$ cat src/rtl/ccc_pkg.sv
// Shared types, constants and decimal helpers for the clock and calendar counter.
`default_nettype none
package ccc_pkg;

  localparam int unsigned FIELD_W = 7;
  localparam int unsigned YEAR_W  = 14;
  localparam int unsigned TEXT_W  = 64;

  // Command codes carried on the action field
  typedef enum logic [1:0] {
    ACT_TICK     = 2'd0,
    ACT_SET_TIME = 2'd1,
    ACT_SET_DATE = 2'd2
  } action_t;

  // Current time and date, passed between the counter and the formatter
  typedef struct packed {
    logic [FIELD_W-1:0] hour;
    logic [FIELD_W-1:0] minute;
    logic [FIELD_W-1:0] second;
    logic [FIELD_W-1:0] day;
    logic [FIELD_W-1:0] month;
    logic [YEAR_W-1:0]  year;
  } clock_fields_t;

  localparam logic [7:0]        SEC_PER_MIN   = 8'd60;
  localparam logic [7:0]        MIN_PER_HOUR  = 8'd60;
  localparam logic [7:0]        HOUR_PER_DAY  = 8'd24;
  localparam logic [7:0]        MONTH_LAST    = 8'd12;
  localparam logic [YEAR_W-1:0] YEAR_LAST     = 14'd9999;
  localparam logic [YEAR_W-1:0] YEAR_SPAN     = 14'd10000;
  localparam logic [YEAR_W-1:0] RESET_YEAR    = 14'd1971;
  localparam logic [7:0]        ASCII_ZERO    = 8'd48;
  localparam logic [7:0]        POINT_MARK    = 8'd128;
  localparam logic [7:0]        SEPARATOR     = 8'd58;

  // Quotient by 100 through a reciprocal; exact for every 14-bit value
  function automatic logic [7:0] div100(input logic [YEAR_W-1:0] v);
    logic [26:0] p;
    p = 27'(v) * 27'd5243;
    return p[26:19];
  endfunction

  // Two characters of a value below 128: tens (may pass '9') and units
  function automatic logic [15:0] two_digits(input logic [FIELD_W-1:0] v);
    logic [14:0] p;
    logic [3:0]  tens;
    logic [6:0]  ones;
    p    = 15'(v) * 15'd205;
    tens = p[14:11];
    ones = v - 7'(tens) * 7'd10;
    return {ASCII_ZERO + 8'(tens), ASCII_ZERO + 8'(ones)};
  endfunction

  // Days in a month, Gregorian leap rule; zero for a month outside 1..12
  function automatic logic [4:0] month_length(input logic [FIELD_W-1:0] m,
                                              input logic [YEAR_W-1:0] y);
    logic [7:0]        q;
    logic [YEAR_W-1:0] r;
    logic              leap;
    logic [4:0]        len;
    q    = div100(y);
    r    = y - 14'(q) * 14'd100;
    leap = (y[1:0] == 2'd0) && ((r != '0) || (q[1:0] == 2'd0));
    case (m) inside
      7'd1, 7'd3, 7'd5, 7'd7, 7'd8, 7'd10, 7'd12: len = 5'd31;
      7'd4, 7'd6, 7'd9, 7'd11:                    len = 5'd30;
      7'd2:                                       len = leap ? 5'd29 : 5'd28;
      default:                                    len = 5'd0;
    endcase
    return len;
  endfunction

endpackage
`default_nettype wire

$ cat src/rtl/ccc_calendar.sv
// Time and date registers with the second-to-year carry chain and set loads.
`default_nettype none
module ccc_calendar (
  input  wire logic                          clk,
  input  wire logic                          rst,
  input  wire logic                          load,
  input  wire logic [1:0]                    action,
  input  wire logic [ccc_pkg::FIELD_W-1:0]   new_hour,
  input  wire logic [ccc_pkg::FIELD_W-1:0]   new_minute,
  input  wire logic [ccc_pkg::FIELD_W-1:0]   new_second,
  input  wire logic [ccc_pkg::FIELD_W-1:0]   new_day,
  input  wire logic [ccc_pkg::FIELD_W-1:0]   new_month,
  input  wire logic [ccc_pkg::YEAR_W-1:0]    new_year,
  output ccc_pkg::clock_fields_t             fields
);
  import ccc_pkg::*;

  clock_fields_t     fields_next;
  logic [7:0]        sec_inc;
  logic [7:0]        min_inc;
  logic [7:0]        hour_inc;
  logic [7:0]        day_inc;
  logic [7:0]        mon_inc;
  logic              sec_wrap;
  logic              min_wrap;
  logic              hour_wrap;
  logic              day_over;
  logic              mon_over;
  logic [4:0]        days_in_month;
  clock_fields_t     ticked;

  // Run the carry chain; each stage checks its own range
  always_comb begin
    sec_inc       = {1'b0, fields.second} + 8'd1;
    sec_wrap      = sec_inc >= SEC_PER_MIN;
    min_inc       = {1'b0, fields.minute} + 8'(sec_wrap);
    min_wrap      = min_inc >= MIN_PER_HOUR;
    hour_inc      = {1'b0, fields.hour} + 8'(min_wrap);
    hour_wrap     = hour_inc >= HOUR_PER_DAY;
    days_in_month = month_length(fields.month, fields.year);
    day_inc       = {1'b0, fields.day} + 8'd1;
    day_over      = day_inc > {3'b000, days_in_month};
    mon_inc       = {1'b0, fields.month} + 8'(day_over);
    mon_over      = mon_inc > MONTH_LAST;

    ticked        = fields;
    ticked.second = sec_wrap ? '0 : sec_inc[FIELD_W-1:0];
    ticked.minute = min_wrap ? '0 : min_inc[FIELD_W-1:0];
    ticked.hour   = hour_wrap ? '0 : hour_inc[FIELD_W-1:0];
    if (hour_wrap) begin
      ticked.day   = day_over ? 7'd1 : day_inc[FIELD_W-1:0];
      ticked.month = mon_over ? 7'd1 : mon_inc[FIELD_W-1:0];
      if (mon_over) begin
        ticked.year = (fields.year >= YEAR_LAST) ? '0 : fields.year + 14'd1;
      end
    end
  end

  // Decode the command
  always_comb begin
    fields_next = fields;
    unique case (action)
      ACT_TICK: begin
        fields_next = ticked;
      end
      ACT_SET_TIME: begin
        fields_next.hour   = new_hour;
        fields_next.minute = new_minute;
        fields_next.second = new_second;
      end
      ACT_SET_DATE: begin
        fields_next.day   = new_day;
        fields_next.month = new_month;
        fields_next.year  = new_year;
      end
      default: begin
        fields_next = fields;
      end
    endcase
  end

  // Hold the current time and date
  always_ff @(posedge clk) begin
    if (rst) begin
      fields.hour   <= '0;
      fields.minute <= '0;
      fields.second <= '0;
      fields.day    <= 7'd1;
      fields.month  <= 7'd1;
      fields.year   <= RESET_YEAR;
    end else if (load) begin
      fields <= fields_next;
    end
  end

endmodule
`default_nettype wire

$ cat src/rtl/ccc_text.sv
// Eight-character display text: HH:MM:SS or DD.MM.YYYY with decimal points.
`default_nettype none
module ccc_text (
  input  wire ccc_pkg::clock_fields_t     fields,
  input  wire logic                       show_date,
  output logic [ccc_pkg::TEXT_W-1:0]      text
);
  import ccc_pkg::*;

  logic [YEAR_W-1:0] year_mod;
  logic [7:0]        year_hi;
  logic [YEAR_W-1:0] year_lo;
  logic [15:0]       hour_ch;
  logic [15:0]       min_ch;
  logic [15:0]       sec_ch;
  logic [15:0]       day_ch;
  logic [15:0]       mon_ch;
  logic [15:0]       yhi_ch;
  logic [15:0]       ylo_ch;

  // Split the year into century and year-of-century, both below 100
  always_comb begin
    year_mod = (fields.year >= YEAR_SPAN) ? fields.year - YEAR_SPAN : fields.year;
    year_hi  = div100(year_mod);
    year_lo  = year_mod - 14'(year_hi) * 14'd100;
  end

  // Convert each two-digit group to characters
  always_comb begin
    hour_ch = two_digits(fields.hour);
    min_ch  = two_digits(fields.minute);
    sec_ch  = two_digits(fields.second);
    day_ch  = two_digits(fields.day);
    mon_ch  = two_digits(fields.month);
    yhi_ch  = two_digits(year_hi[FIELD_W-1:0]);
    ylo_ch  = two_digits(year_lo[FIELD_W-1:0]);
  end

  // Select the time or date layout
  always_comb begin
    if (show_date) begin
      text = {day_ch[15:8], day_ch[7:0] + POINT_MARK,
              mon_ch[15:8], mon_ch[7:0] + POINT_MARK,
              yhi_ch, ylo_ch};
    end else begin
      text = {hour_ch, SEPARATOR, min_ch, SEPARATOR, sec_ch};
    end
  end

endmodule
`default_nettype wire

$ cat src/rtl/clock_calendar_counter.sv
// Top level of the clock and calendar counter: handshake, state update and output register.
`default_nettype none
// Real-time clock and calendar. Each input word is a one-second tick, a set-time or a
// set-date command (set values load unchecked and do not tick); every word returns one
// result word with the time and date after it and an eight-character display text.
// Throughput is one word per clock while out_stall is low. The edge that takes an input
// word updates the time and date registers, and a later edge captures the formatted
// text into the output register. Those two stages give two words of buffering, so
// input is still taken while a finished result waits on out_stall. After reset the
// time is 00:00:00 on 1 January 1971.
module clock_calendar_counter (
  input  wire logic                          clk,
  input  wire logic                          rst,
  input  wire logic                          in_valid,
  output logic                               in_stall,
  input  wire logic [1:0]                    action,
  input  wire logic                          show_date,
  input  wire logic [ccc_pkg::FIELD_W-1:0]   new_hour,
  input  wire logic [ccc_pkg::FIELD_W-1:0]   new_minute,
  input  wire logic [ccc_pkg::FIELD_W-1:0]   new_second,
  input  wire logic [ccc_pkg::FIELD_W-1:0]   new_day,
  input  wire logic [ccc_pkg::FIELD_W-1:0]   new_month,
  input  wire logic [ccc_pkg::YEAR_W-1:0]    new_year,
  output logic                               out_valid,
  input  wire logic                          out_stall,
  output logic [ccc_pkg::FIELD_W-1:0]        hour,
  output logic [ccc_pkg::FIELD_W-1:0]        minute,
  output logic [ccc_pkg::FIELD_W-1:0]        second,
  output logic [ccc_pkg::FIELD_W-1:0]        day,
  output logic [ccc_pkg::FIELD_W-1:0]        month,
  output logic [ccc_pkg::YEAR_W-1:0]         year,
  output logic [ccc_pkg::TEXT_W-1:0]         display_text
);
  import ccc_pkg::*;

  logic              in_accept;
  logic              stage_valid;
  logic              stage_show;
  logic              stage_move;
  clock_fields_t     cur;
  clock_fields_t     out_fields;
  logic [TEXT_W-1:0] text;

  // Handshake: stall only while the state stage is full and cannot drain
  assign stage_move = !out_valid || !out_stall;
  assign in_stall   = stage_valid && !stage_move;
  assign in_accept  = in_valid && !in_stall;

  ccc_calendar u_calendar (
    .clk        (clk),
    .rst        (rst),
    .load       (in_accept),
    .action     (action),
    .new_hour   (new_hour),
    .new_minute (new_minute),
    .new_second (new_second),
    .new_day    (new_day),
    .new_month  (new_month),
    .new_year   (new_year),
    .fields     (cur)
  );

  ccc_text u_text (
    .fields    (cur),
    .show_date (stage_show),
    .text      (text)
  );

  // Track the word sitting in the state stage
  always_ff @(posedge clk) begin
    if (rst) begin
      stage_valid <= 1'b0;
    end else if (in_accept) begin
      stage_valid <= 1'b1;
    end else if (stage_move) begin
      stage_valid <= 1'b0;
    end
  end

  always_ff @(posedge clk) begin
    if (in_accept) begin
      stage_show <= show_date;
    end
  end

  // Advance the result word into the output register
  always_ff @(posedge clk) begin
    if (rst) begin
      out_valid <= 1'b0;
    end else if (stage_move) begin
      out_valid <= stage_valid;
    end
  end

  always_ff @(posedge clk) begin
    if (stage_move && stage_valid) begin
      out_fields   <= cur;
      display_text <= text;
    end
  end

  assign hour   = out_fields.hour;
  assign minute = out_fields.minute;
  assign second = out_fields.second;
  assign day    = out_fields.day;
  assign month  = out_fields.month;
  assign year   = out_fields.year;

  // A taken word always occupies the state stage next cycle
  a_accept_fills_stage: assert property (@(posedge clk) disable iff (rst)
    in_accept |=> stage_valid)
    else $error("accepted word did not reach the state stage");

  // The time and date only change when a word is taken
  a_state_holds: assert property (@(posedge clk) disable iff (rst)
    !in_accept |=> $stable(cur))
    else $error("time or date changed without an input word");

  // A tick leaves the seconds in range
  a_tick_second_range: assert property (@(posedge clk) disable iff (rst)
    (in_accept && action == ACT_TICK) |=> (cur.second < 7'd60))
    else $error("seconds out of range after a tick");

  // A tick moves the year only across the new year
  a_tick_year_step: assert property (@(posedge clk) disable iff (rst)
    (in_accept && action == ACT_TICK) |=>
      ((cur.year == $past(cur.year)) || (cur.month == 7'd1 && cur.day == 7'd1)))
    else $error("year changed on a tick outside the new year");

endmodule
`default_nettype wire

$ cat config.mk
export PLATFORM = sky130hd
export DESIGN_NAME = clock_calendar_counter
export DESIGN_NICKNAME = d
export VERILOG_FILES = /design/src/rtl/ccc_pkg.sv /design/src/rtl/ccc_calendar.sv /design/src/rtl/ccc_text.sv /design/src/rtl/clock_calendar_counter.sv
export SDC_FILE = /design/constraint.sdc
export NUM_CORES = 1
export LEC_CHECK = 0
export BUFFER_PORTS_ARGS = -buffer_cell sky130_fd_sc_hd__buf_2
export CAP_MARGIN = 10
export CORE_ASPECT_RATIO = 0.75
export CORE_MARGIN = 4
export CORE_UTILIZATION = 55
export DETAILED_ROUTE_END_ITERATION = 16
export HOLD_SLACK_MARGIN = 0.12
export PLACE_DENSITY = 0.74
export SYNTH_ARGS = -nofsm -noshare
export SYNTH_HDL_FRONTEND = slang
export SYNTH_HIERARCHICAL = 1
export SYNTH_SLANG_ARGS = --single-unit
$ cat constraint.sdc
create_clock -name clk -period 19.2 [get_ports clk]
set_input_delay 4.8 -clock clk [delete_from_list [all_inputs] [get_ports clk]]
set_output_delay 4.8 -clock clk [all_outputs]
set_load 0.05 [all_outputs]
== Yosys cells after proc, flatten, opt, wreduce, memory -nomap -nowiden ==
Index checks and enable logic that the tools add are counted.

* Bits in registers: 165
* Input bits: 56

* $add $sub $neg: 32
* Multiply operators: 18
* $lt $le $gt $ge: 7
* Equality and inequality tests: 16
* Mux-type cells: 18
* Reductions and logical operators: 22

{| class="wikitable"
|+ Operators with widths
! cell !! count
|-
| multiplier 7 x 8 -> 15 bit (second input constant) || 7
|-
| 2-to-1 mux 64 bit || 1
|-
| adder 6 x 7 -> 8 bit (first input constant) || 7
|-
| one-hot mux 28 bit (2 select lines) || 1
|-
| subtractor 7 bit || 8
|-
| multiplier 14 x 13 -> 27 bit (second input constant) || 2
|-
| adder 6 x 4 -> 7 bit (first input constant) || 7
|-
| multiplier 4 x 3 -> 6 bit (second input constant) || 7
|-
| 2-to-1 mux 14 bit || 3
|-
| one-hot mux 21 bit (2 select lines) || 1
|-
| equality test 7 x 4 -> 1 bit (second input constant) || 5
|-
| 2-to-1 mux 7 bit || 5
|-
| equality test 7 x 3 -> 1 bit (second input constant) || 4
|-
| greater-or-equal comparator 14 bit (second input constant) || 2
|-
| 2-to-1 mux 28 bit || 1
|-
| adder 7 x 1 -> 8 bit || 3
|-
| adder 7 x 1 -> 8 bit (second input constant) || 2
|-
| adder 8 bit (second input constant) || 2
|-
| greater-or-equal comparator 8 x 6 -> 1 bit (second input constant) || 2
|-
| 2-to-1 mux 5 bit || 3
|-
| adder 14 x 1 -> 14 bit (second input constant) || 1
|-
| equality test 7 x 2 -> 1 bit (second input constant) || 2
|-
| nonzero test 14 bit || 1
|-
| subtractor 14 bit || 1
|-
| 21 further kinds || 35
|}

== Longest topological paths before layout ==
Gate-level depths: netlist (run 1).

* Word-level depth: 16
* Gate-level depth with buffers: 63

== Modules after synthesis ==
Netlist (run 1), hierarchy kept.

{| class="wikitable"
|+ By module, submodules not included
! module !! times used !! cells an instance !! area an instance (um2) !! sequential area each (um2)
|-
| ccc_text || 1 || 1341 || 12378.1 || 0.0
|-
| ccc_calendar || 1 || 908 || 7895.1 || 980.9
|-
| clock_calendar_counter || 1 || 124 || 3509.6 || 3463.3
|}

== Least setup slack after synthesis (run 1) ==
Ideal clock, no wire load.

* Path type: input port to flip-flop
* Start: input port out_stall
* End: register out_fields (netlist bit day[0]) (enable)
* Setup time: 0.756 ns
* Arrival: 12.978 ns
* Data required time: 18.444 ns
* Slack: 5.466 ns
* Stages on the path: 1
* Path through: a21boi_0

* Longest elaborated chain between the ends: 3

{| class="wikitable"
|+ Ends and longest elaborated chain
! what !! RTL line !! text
|-
| from (decl) || clock_calendar_counter.sv:25 || <nowiki>input wire logic out_stall,</nowiki>
|-
| zero test 1 bit || clock_calendar_counter.sv:45 || <nowiki>assign stage_move = !out_valid || !out_stall;</nowiki>
|-
| logical OR 1 bit || clock_calendar_counter.sv:45 ||
|-
| logical AND 1 bit || clock_calendar_counter.sv:96 || <nowiki>if (stage_move && stage_valid) begin</nowiki>
|-
| to (signal assigned) || clock_calendar_counter.sv:97 || <nowiki>out_fields <= cur;</nowiki>
|-
| to (decl) || clock_calendar_counter.sv:41 || <nowiki>clock_fields_t out_fields;</nowiki>
|}

No other way between the ends.
A chain may end at the register's enable or synchronous reset.

== Worst setup path after layout (run 1) ==
* Start: register, netlist name u_calendar/fields[4]
* End: register display_text[6] (netlist bit), data pin

* Longest elaborated chain between the ends: 10
* Elaborated cells on any way between the ends: 11
* Those cells by class: add/sub: 4; mul: 4; order compare: 1; mux: 2

{| class="wikitable"
|+ Ends and longest elaborated chain
! what !! RTL line !! text
|-
| subtractor 14 bit / greater-or-equal comparator 14 bit (equally long branches) || ccc_text.sv:23 || <nowiki>year_mod = (fields.year >= YEAR_SPAN) ? fields.year - YEAR_SPAN : fields.year;</nowiki>
|-
| 2-to-1 mux 14 bit (*) || ccc_text.sv:23 ||
|-
| multiplier 14 x 13 -> 27 bit || ccc_pkg.sv:40 || <nowiki>p = 27'(v) * 27'd5243;</nowiki>
|-
| multiplier 8 x 5 -> 5 bit || ccc_text.sv:25 || <nowiki>year_lo = year_mod - 14'(year_hi) * 14'd100;</nowiki>
|-
| subtractor 7 bit (*) || ccc_text.sv:25 ||
|-
| multiplier 7 x 8 -> 15 bit || ccc_pkg.sv:49 || <nowiki>p = 15'(v) * 15'd205;</nowiki>
|-
| multiplier 4 x 3 -> 6 bit || ccc_pkg.sv:51 || <nowiki>ones = v - 7'(tens) * 7'd10;</nowiki>
|-
| subtractor 7 bit (*) || ccc_pkg.sv:51 ||
|-
| adder 6 x 7 -> 8 bit (*) || ccc_pkg.sv:52 || <nowiki>return {ASCII_ZERO + 8'(tens), ASCII_ZERO + 8'(ones)};</nowiki>
|-
| 2-to-1 mux 64 bit (*) || ccc_text.sv:41 || <nowiki>if (show_date) begin</nowiki>
|-
| net text[6] || clock_calendar_counter.sv:42 || <nowiki>logic [TEXT_W-1:0] text;</nowiki>
|-
| to (signal assigned) || clock_calendar_counter.sv:98 || <nowiki>display_text <= text;</nowiki>
|-
| to (decl) || clock_calendar_counter.sv:32 || <nowiki>output logic [ccc_pkg::TEXT_W-1:0] display_text</nowiki>
|}

Mark *: on every way through the listed nets, which the timed path passes. The rest lies on a longest branch.

==> impl_metrics.py, run 1 <==
metrics = {
    "worst_setup_path": {
        "worst_path_largest_cell_delay_ps": 750,
        "regToRegSetupSlack_ps": 3300,
        "timing.rr.end": "display_text[6]$_DFFE_PP_",
        "crit_top_cell": "inv_1",
        "reg2reg_from": "u_calendar/fields[4]$_SDFFE_PP1P_",
        "crit_fanout": 14,
        "critPathRequiredTime_ps": 19400,
        "setup.worst_path.end_class": "flop",
        "worst-setup-path-type": "reg -> reg",
        "reg2regPathDepth": 59,
        "worstPathArrival_ps": 16110,
        "setup.worst_path.start_class": "flop",
        "critical-path-slowest-cell": "dfxtp_1",
    },
    "floorplan": {
        "chipWidth_um": 248,
        "number_of_rows_in_the_core_area": 65,
        "ios": 171,
        "core_region_area_um2": 42400,
        "die_height_um": 188,
        "floorplan.die_area_um2": 46700,
        "initial_utilization_pct": 56.1,
    },
    "timing": {
        "maxSlewViolCount": 0,
        "tns_ps": 0,
        "hold_viol_final": 0,
        "fin_worst_hold_slack_ps": 516,
        "timing_limited_maximum_frequency_mhz": 62.9,
        "tightestPinTransition_ps": 1130,
        "min_period_over_period_pct": 82.8,
        "final.setup_skew_ps": 9.32,
        "rsz0062_at_grt": "false",
        "finalCriticalPeriod_ps": 15900,
        "finalSetupViolCount": 0,
        "slew_headroom_pct": 24.7,
    },
    "run": {
        "maxCapViolCount": 0,
    },
    "logic_synthesis": {
        "synthCells": 2373,
        "synthesis.area_per_instance_um2": 10.0,
        "postSynth.topFlopCell": "edfxtp_1",
        "synth_seq_cells": 165,
        "netlist-cell-type-count": 101,
        "count_of_flip_flops_with_a_built_in_enable_after_synthesis": 114,
        "ys_async_sr_fraction_pct": 0,
        "synth_largest_area_cell": "ha_1",
        "synth.top_cell.area_share_pct": 29.4,
        "yosys_warnings": 6,
        "synth_area_um2": 23800,
        "synthTopCellsByArea": "ha_1 29%, fa_1 16%, edfxtp_1 14%",
        "sequential_area_share_after_synthesis_pct": 18.7,
    },
    "cells_and_area": {
        "nNetsFinal": 3345,
        "sequential_cell_area_um2": 4440,
        "multi_input_comb_area_um2": 17500,
        "layout_common_cells": "558 x ha_1, 451 x inv_1, 189 x fa_1",
        "area_growth_syn_to_layout_pct": 9.00,
        "fillers": 3442,
        "drive_gt1_share_pct": 12.0,
        "final_common_cell": "ha_1",
    },
    "outcome": {
        "status": "completed",
    },
    "drt": {
        "dr_total_vias": 17700,
        "drt-vias-per-instance": 5.65,
        "drt_iter0_markers": 1084,
        "postRouteWirelength_mm": 58.4,
        "final_antenna_net_count": 0,
        "detail_route.first_pass.iterations": 6,
        "post-route-drc-count": 0,
        "drt-wirelength-per-cell_um": 18.7,
    },
    "hold_path": {
        "worstHoldEndpoint": "stage_valid$_SDFFE_PP0P_",
        "min_path_cells": 2,
        "hp-start": "stage_valid$_SDFFE_PP0P_",
        "min_path_type": "reg -> reg",
    },
    "clocking": {
        "post_cts.repair.setup_buffers": 0,
        "clkSinkCount": 165,
        "clock_path_buffers": 2,
        "htree_levels": 4,
        "clk_pin_slew_worst_paths_ps": 70,
        "cts.hold.buffers_added": 0,
        "tritoncts_clock_tree": "done",
        "ctsRootBufferMaster": "clkbuf_16",
        "worstSkewPairLatency_ps": 460,
        "cts_resized": 0,
        "tritoncts.num_buffers": 17,
    },
    "grt": {
        "global_route_wire_length_before_repair_mm": 95.8,
        "grt_usage_pct": 25.7,
        "grt_antenna_before_repair": 2,
        "number_of_global_route_vias_before_repair": 18500,
        "grt_start_max_net_pins": 77,
        "grt_remaining_overflow": 0,
    },
    "placed_design": {
        "gp_congestion": 0.998,
        "port-buffer-count": 170,
        "place_hpwl_mm": 47.3,
    },
}
[layout make-up]
class / count / area share (%)
Antenna cell: 3 / 0.0290
Clock buffer: 20 / 1.89
Timing Repair Buffer: 189 / 3.83
Clock inverter: 12 / 0.473
Sequential cell: 165 / 17.1
Multi-Input combinational cell: 1716 / 67.3
Inverter: 453 / 6.56
Tap cell: 569 / 2.75
[critical path: cells and delay by family, from the launching register on]
| family | cells | cell delay [ps] |
|---|---|---|
| AND/OR/NAND/NOR | 11 | 2470 |
| adder cells (fa/ha/maj) | 16 | 6090 |
| buffers and inverters | 10 | 1020 |
| AO/OA/AOI/OAI | 14 | 3000 |
| flip-flops | 1 | 750 |
| XOR/XNOR | 8 | 2290 |
[kinds of logic after synthesis]
group | share of synthesized area (%)
adders and majority gates | 45.5
buffers and inverters | 8.15
and+or+nand+nor | 8.54
AOI/OAI and AO/OA | 12.1
DFF | 18.7
xor gates and xnor gates | 5.88
muxes | 1.08
other | 0.0316
[sequential cells by signal (all words and copies together), names as in the netlist]
| name | count |
|---|---|
| stage_show | 1 |
| month | 7 |
| day | 7 |
| u_calendar/fields | 49 |
| stage_valid | 1 |
| year | 14 |
| minute | 7 |
| display_text | 64 |
| hour | 7 |
| second | 7 |
| out_valid | 1 |
[cells in the mapped netlist (51+ instances only)]
cell type,count
ha_1,558
fa_1,189
dfxtp_1,51
a21o_1,53
nand2_1,105
xor2_1,54
edfxtp_1,114
a21oi_1,77
nor2_1,91
inv_1,451
xnor2_1,85
o21ai_0,57
[how the worst max path moves through the flow]
stage / start / end / slack, ps / cells past startpoint
after global routing: u_calendar/fields[4]$_SDFFE_PP1P_ / display_text[6]$_DFFE_PP_ / 2420 / 59
after detailed placement: u_calendar/fields[4]$_SDFFE_PP1P_ / display_text[6]$_DFFE_PP_ / 3490 / 59
after floorplan: out_stall / day[0]$_DFFE_PP_ / 5470 / 1
final: u_calendar/fields[4]$_SDFFE_PP1P_ / display_text[6]$_DFFE_PP_ / 3300 / 59
after CTS: u_calendar/fields[4]$_SDFFE_PP1P_ / display_text[6]$_DFFE_PP_ / 3430 / 59
after global placement: u_calendar/fields[4]$_SDFFE_PP1P_ / display_text[6]$_DFFE_PP_ / 4070 / 59
[per-stage QoR]
step / setup slack (ps) / util (%) / std cells / instance area, µm²
6_report: 3300 / 61.2 / 3127 / 25900
5_1_grt: 2420 / 61.2 / 3125 / 25900
4_1_cts: 3430 / 61.2 / 3124 / 25900
3_5_place_dp: 3490 / 59.7 / 3092 / 25300
3_3_place_gp: 4070 / 59.7 / 3092 / 25300
2_1_floorplan: 5470 / - / 2383 / 23800
[metal layers]
metal	wire, µm	part of all wire [%]	up-vias	global-route usage, %
met5	8	0.014	-	0
met4	1580	2.7	2	8.28
met3	4400	7.5	108	6.08
met2	26600	46	579	40.9
met1	25800	44	8475	34.7
li1	-	-	8500	-
Power of run 1 is not shown: default switching activity piles up to over one toggle a cycle in this logic, so the estimate is an artifact.
==> inputs of run 2 (changes only) <==
- PLACE_DENSITY: 0.74 -> 0.77
- clock period: 19.2 -> 13.6 ns (I/O delays scaled with it)
==> impl_metrics.py, run 2 (synthesis results as in run 1) <==
metrics = {
    "floorplan": {
        "ios": 171,
        "core_region_area_um2": 42400,
        "chipWidth_um": 248,
        "die_height_um": 188,
        "initial_utilization_pct": 56.1,
        "floorplan.die_area_um2": 46700,
        "number_of_rows_in_the_core_area": 65,
    },
    "clocking": {
        "worstSkewPairLatency_ps": 460,
        "tritoncts_clock_tree": "done",
        "ctsRootBufferMaster": "clkbuf_16",
        "cts.hold.buffers_added": 0,
        "clkSinkCount": 165,
        "clock_path_buffers": 2,
        "htree_levels": 4,
        "clk_pin_slew_worst_paths_ps": 80,
        "tritoncts.num_buffers": 17,
    },
    "timing": {
        "finalCriticalPeriod_ps": 13170,
        "timing_limited_maximum_frequency_mhz": 75.9,
        "tns_ps": 0,
        "maxSlewViolCount": 0,
        "final.setup_skew_ps": 15.8,
        "slew_headroom_pct": 24.3,
        "min_period_over_period_pct": 96.8,
        "finalSetupViolCount": 0,
        "hold_viol_final": 0,
        "tightestPinTransition_ps": 1140,
        "setup_ws_ps": 433,
    },
    "drt": {
        "postRouteWirelength_mm": 59.1,
        "drt-wirelength-per-cell_um": 18.7,
        "post-route-drc-count": 0,
        "drt_iter0_markers": 1364,
        "drt-vias-per-instance": 5.68,
        "final_antenna_net_count": 0,
        "detail_route.first_pass.iterations": 6,
        "dr_total_vias": 18000,
    },
    "worst_setup_path": {
        "worst-setup-path-type": "reg -> reg",
        "critical-path-slowest-cell": "fa_1",
        "worst_path_largest_cell_delay_ps": 530,
        "setup.worst_path.end_class": "flop",
        "critPathRequiredTime_ps": 13810,
        "crit_fanout": 7,
        "worstPathArrival_ps": 13370,
        "setup.worst_path.start_class": "flop",
        "crit_top_cell": "ha_1",
    },
    "outcome": {
        "status": "completed",
    },
    "run": {
        "maxCapViolCount": 0,
    },
    "grt": {
        "grt_remaining_overflow": 0,
        "number_of_global_route_vias_before_repair": 18800,
        "global_route_wire_length_before_repair_mm": 95.7,
        "grt_start_max_net_pins": 77,
        "grt_usage_pct": 25.6,
        "grt_antenna_before_repair": 1,
    },
    "cells_and_area": {
        "layout_common_cells": "554 x ha_1, 449 x inv_1, 187 x fa_1",
        "largest_register_ffs": 64,
        "drive_gt1_share_pct": 14.3,
        "area_growth_syn_to_layout_pct": 10.9,
        "nNetsFinal": 3384,
        "finish.instance_area_um2": 26400,
        "largestRegisters": "display_text x64, u_calendar/fields x49, year x14",
        "antennaDiodeCount": 0,
        "final_common_cell": "ha_1",
        "largest_register": "display_text",
    },
    "placed_design": {
        "port-buffer-count": 170,
        "place_hpwl_mm": 47.5,
        "pre_cts_ws_ps": -203,
        "placement.cell_area_um2": 25500,
        "gp_congestion": 0.978,
    },
    "hold_path": {
        "min_path_type": "reg -> reg",
    },
}
[run 2: layer usage]
metal | vias to the layer above | global-route usage [%] | wire [µm]
li1 | 8561 | - | -
met1 | 8718 | 34.5 | 26300
met2 | 600 | 41.3 | 27200
met3 | 100 | 6.55 | 4340
met4 | 2 | 6.41 | 1330
met5 | - | 0 | 8
[run 2: final timing paths]
check        slack, ps                         to  cells past startpoint                               from
min reg2reg        530   stage_valid$_SDFFE_PP0P_                      2           stage_valid$_SDFFE_PP0P_
min                530   stage_valid$_SDFFE_PP0P_                      2           stage_valid$_SDFFE_PP0P_
max                430  display_text[6]$_DFFE_PP_                     63  u_calendar/fields[4]$_SDFFE_PP1P_
max reg2reg        430  display_text[6]$_DFFE_PP_                     63  u_calendar/fields[4]$_SDFFE_PP1P_
[run 2: through the flow]
stage | hold WS [ps] | cells | utilization, %
6_report | 532 | 3163 | 62.3
5_1_grt | 554 | 3163 | 62.3
4_1_cts | 527 | 3147 | 61.7
3_5_place_dp | 510 | 3112 | 60.1
3_3_place_gp | 497 | 3112 | 60.1
2_1_floorplan | 472 | 2383 | -
[run 2: worst max-delay path, delay by kind of cell (launching register included)]
family                     cells  cell delay (ps)
adders and majority gates     16             5430
AOI/OAI and AO/OA             15             2950
and+or+nand+nor               10             1570
xor gates and xnor gates       8             1310
buffers and inverters         14             1260
DFF                            1              370
[run 2: final cells by class]
class                           instances  area, µm²
Clock buffer                           20        457
Clock inverter                         12        145
Fill cell                            3344      16000
Inverter                              453       1700
Multi-Input combinational cell       1716      17600
Sequential cell                       165       4440
Tap cell                              569        712
Timing Repair Buffer                  228       1290
[run 2: timing repair]
| action | 4_1_cts | 5_1_grt |
|---|---|---|
| pin swaps | 3 | 22 |
| gates resized for setup | 8 | 25 |
| endpoints found under the setup margin | 2 | 4 |
| setup buffers | 3 | 16 |
Power of run 2 is left out for the same reason.
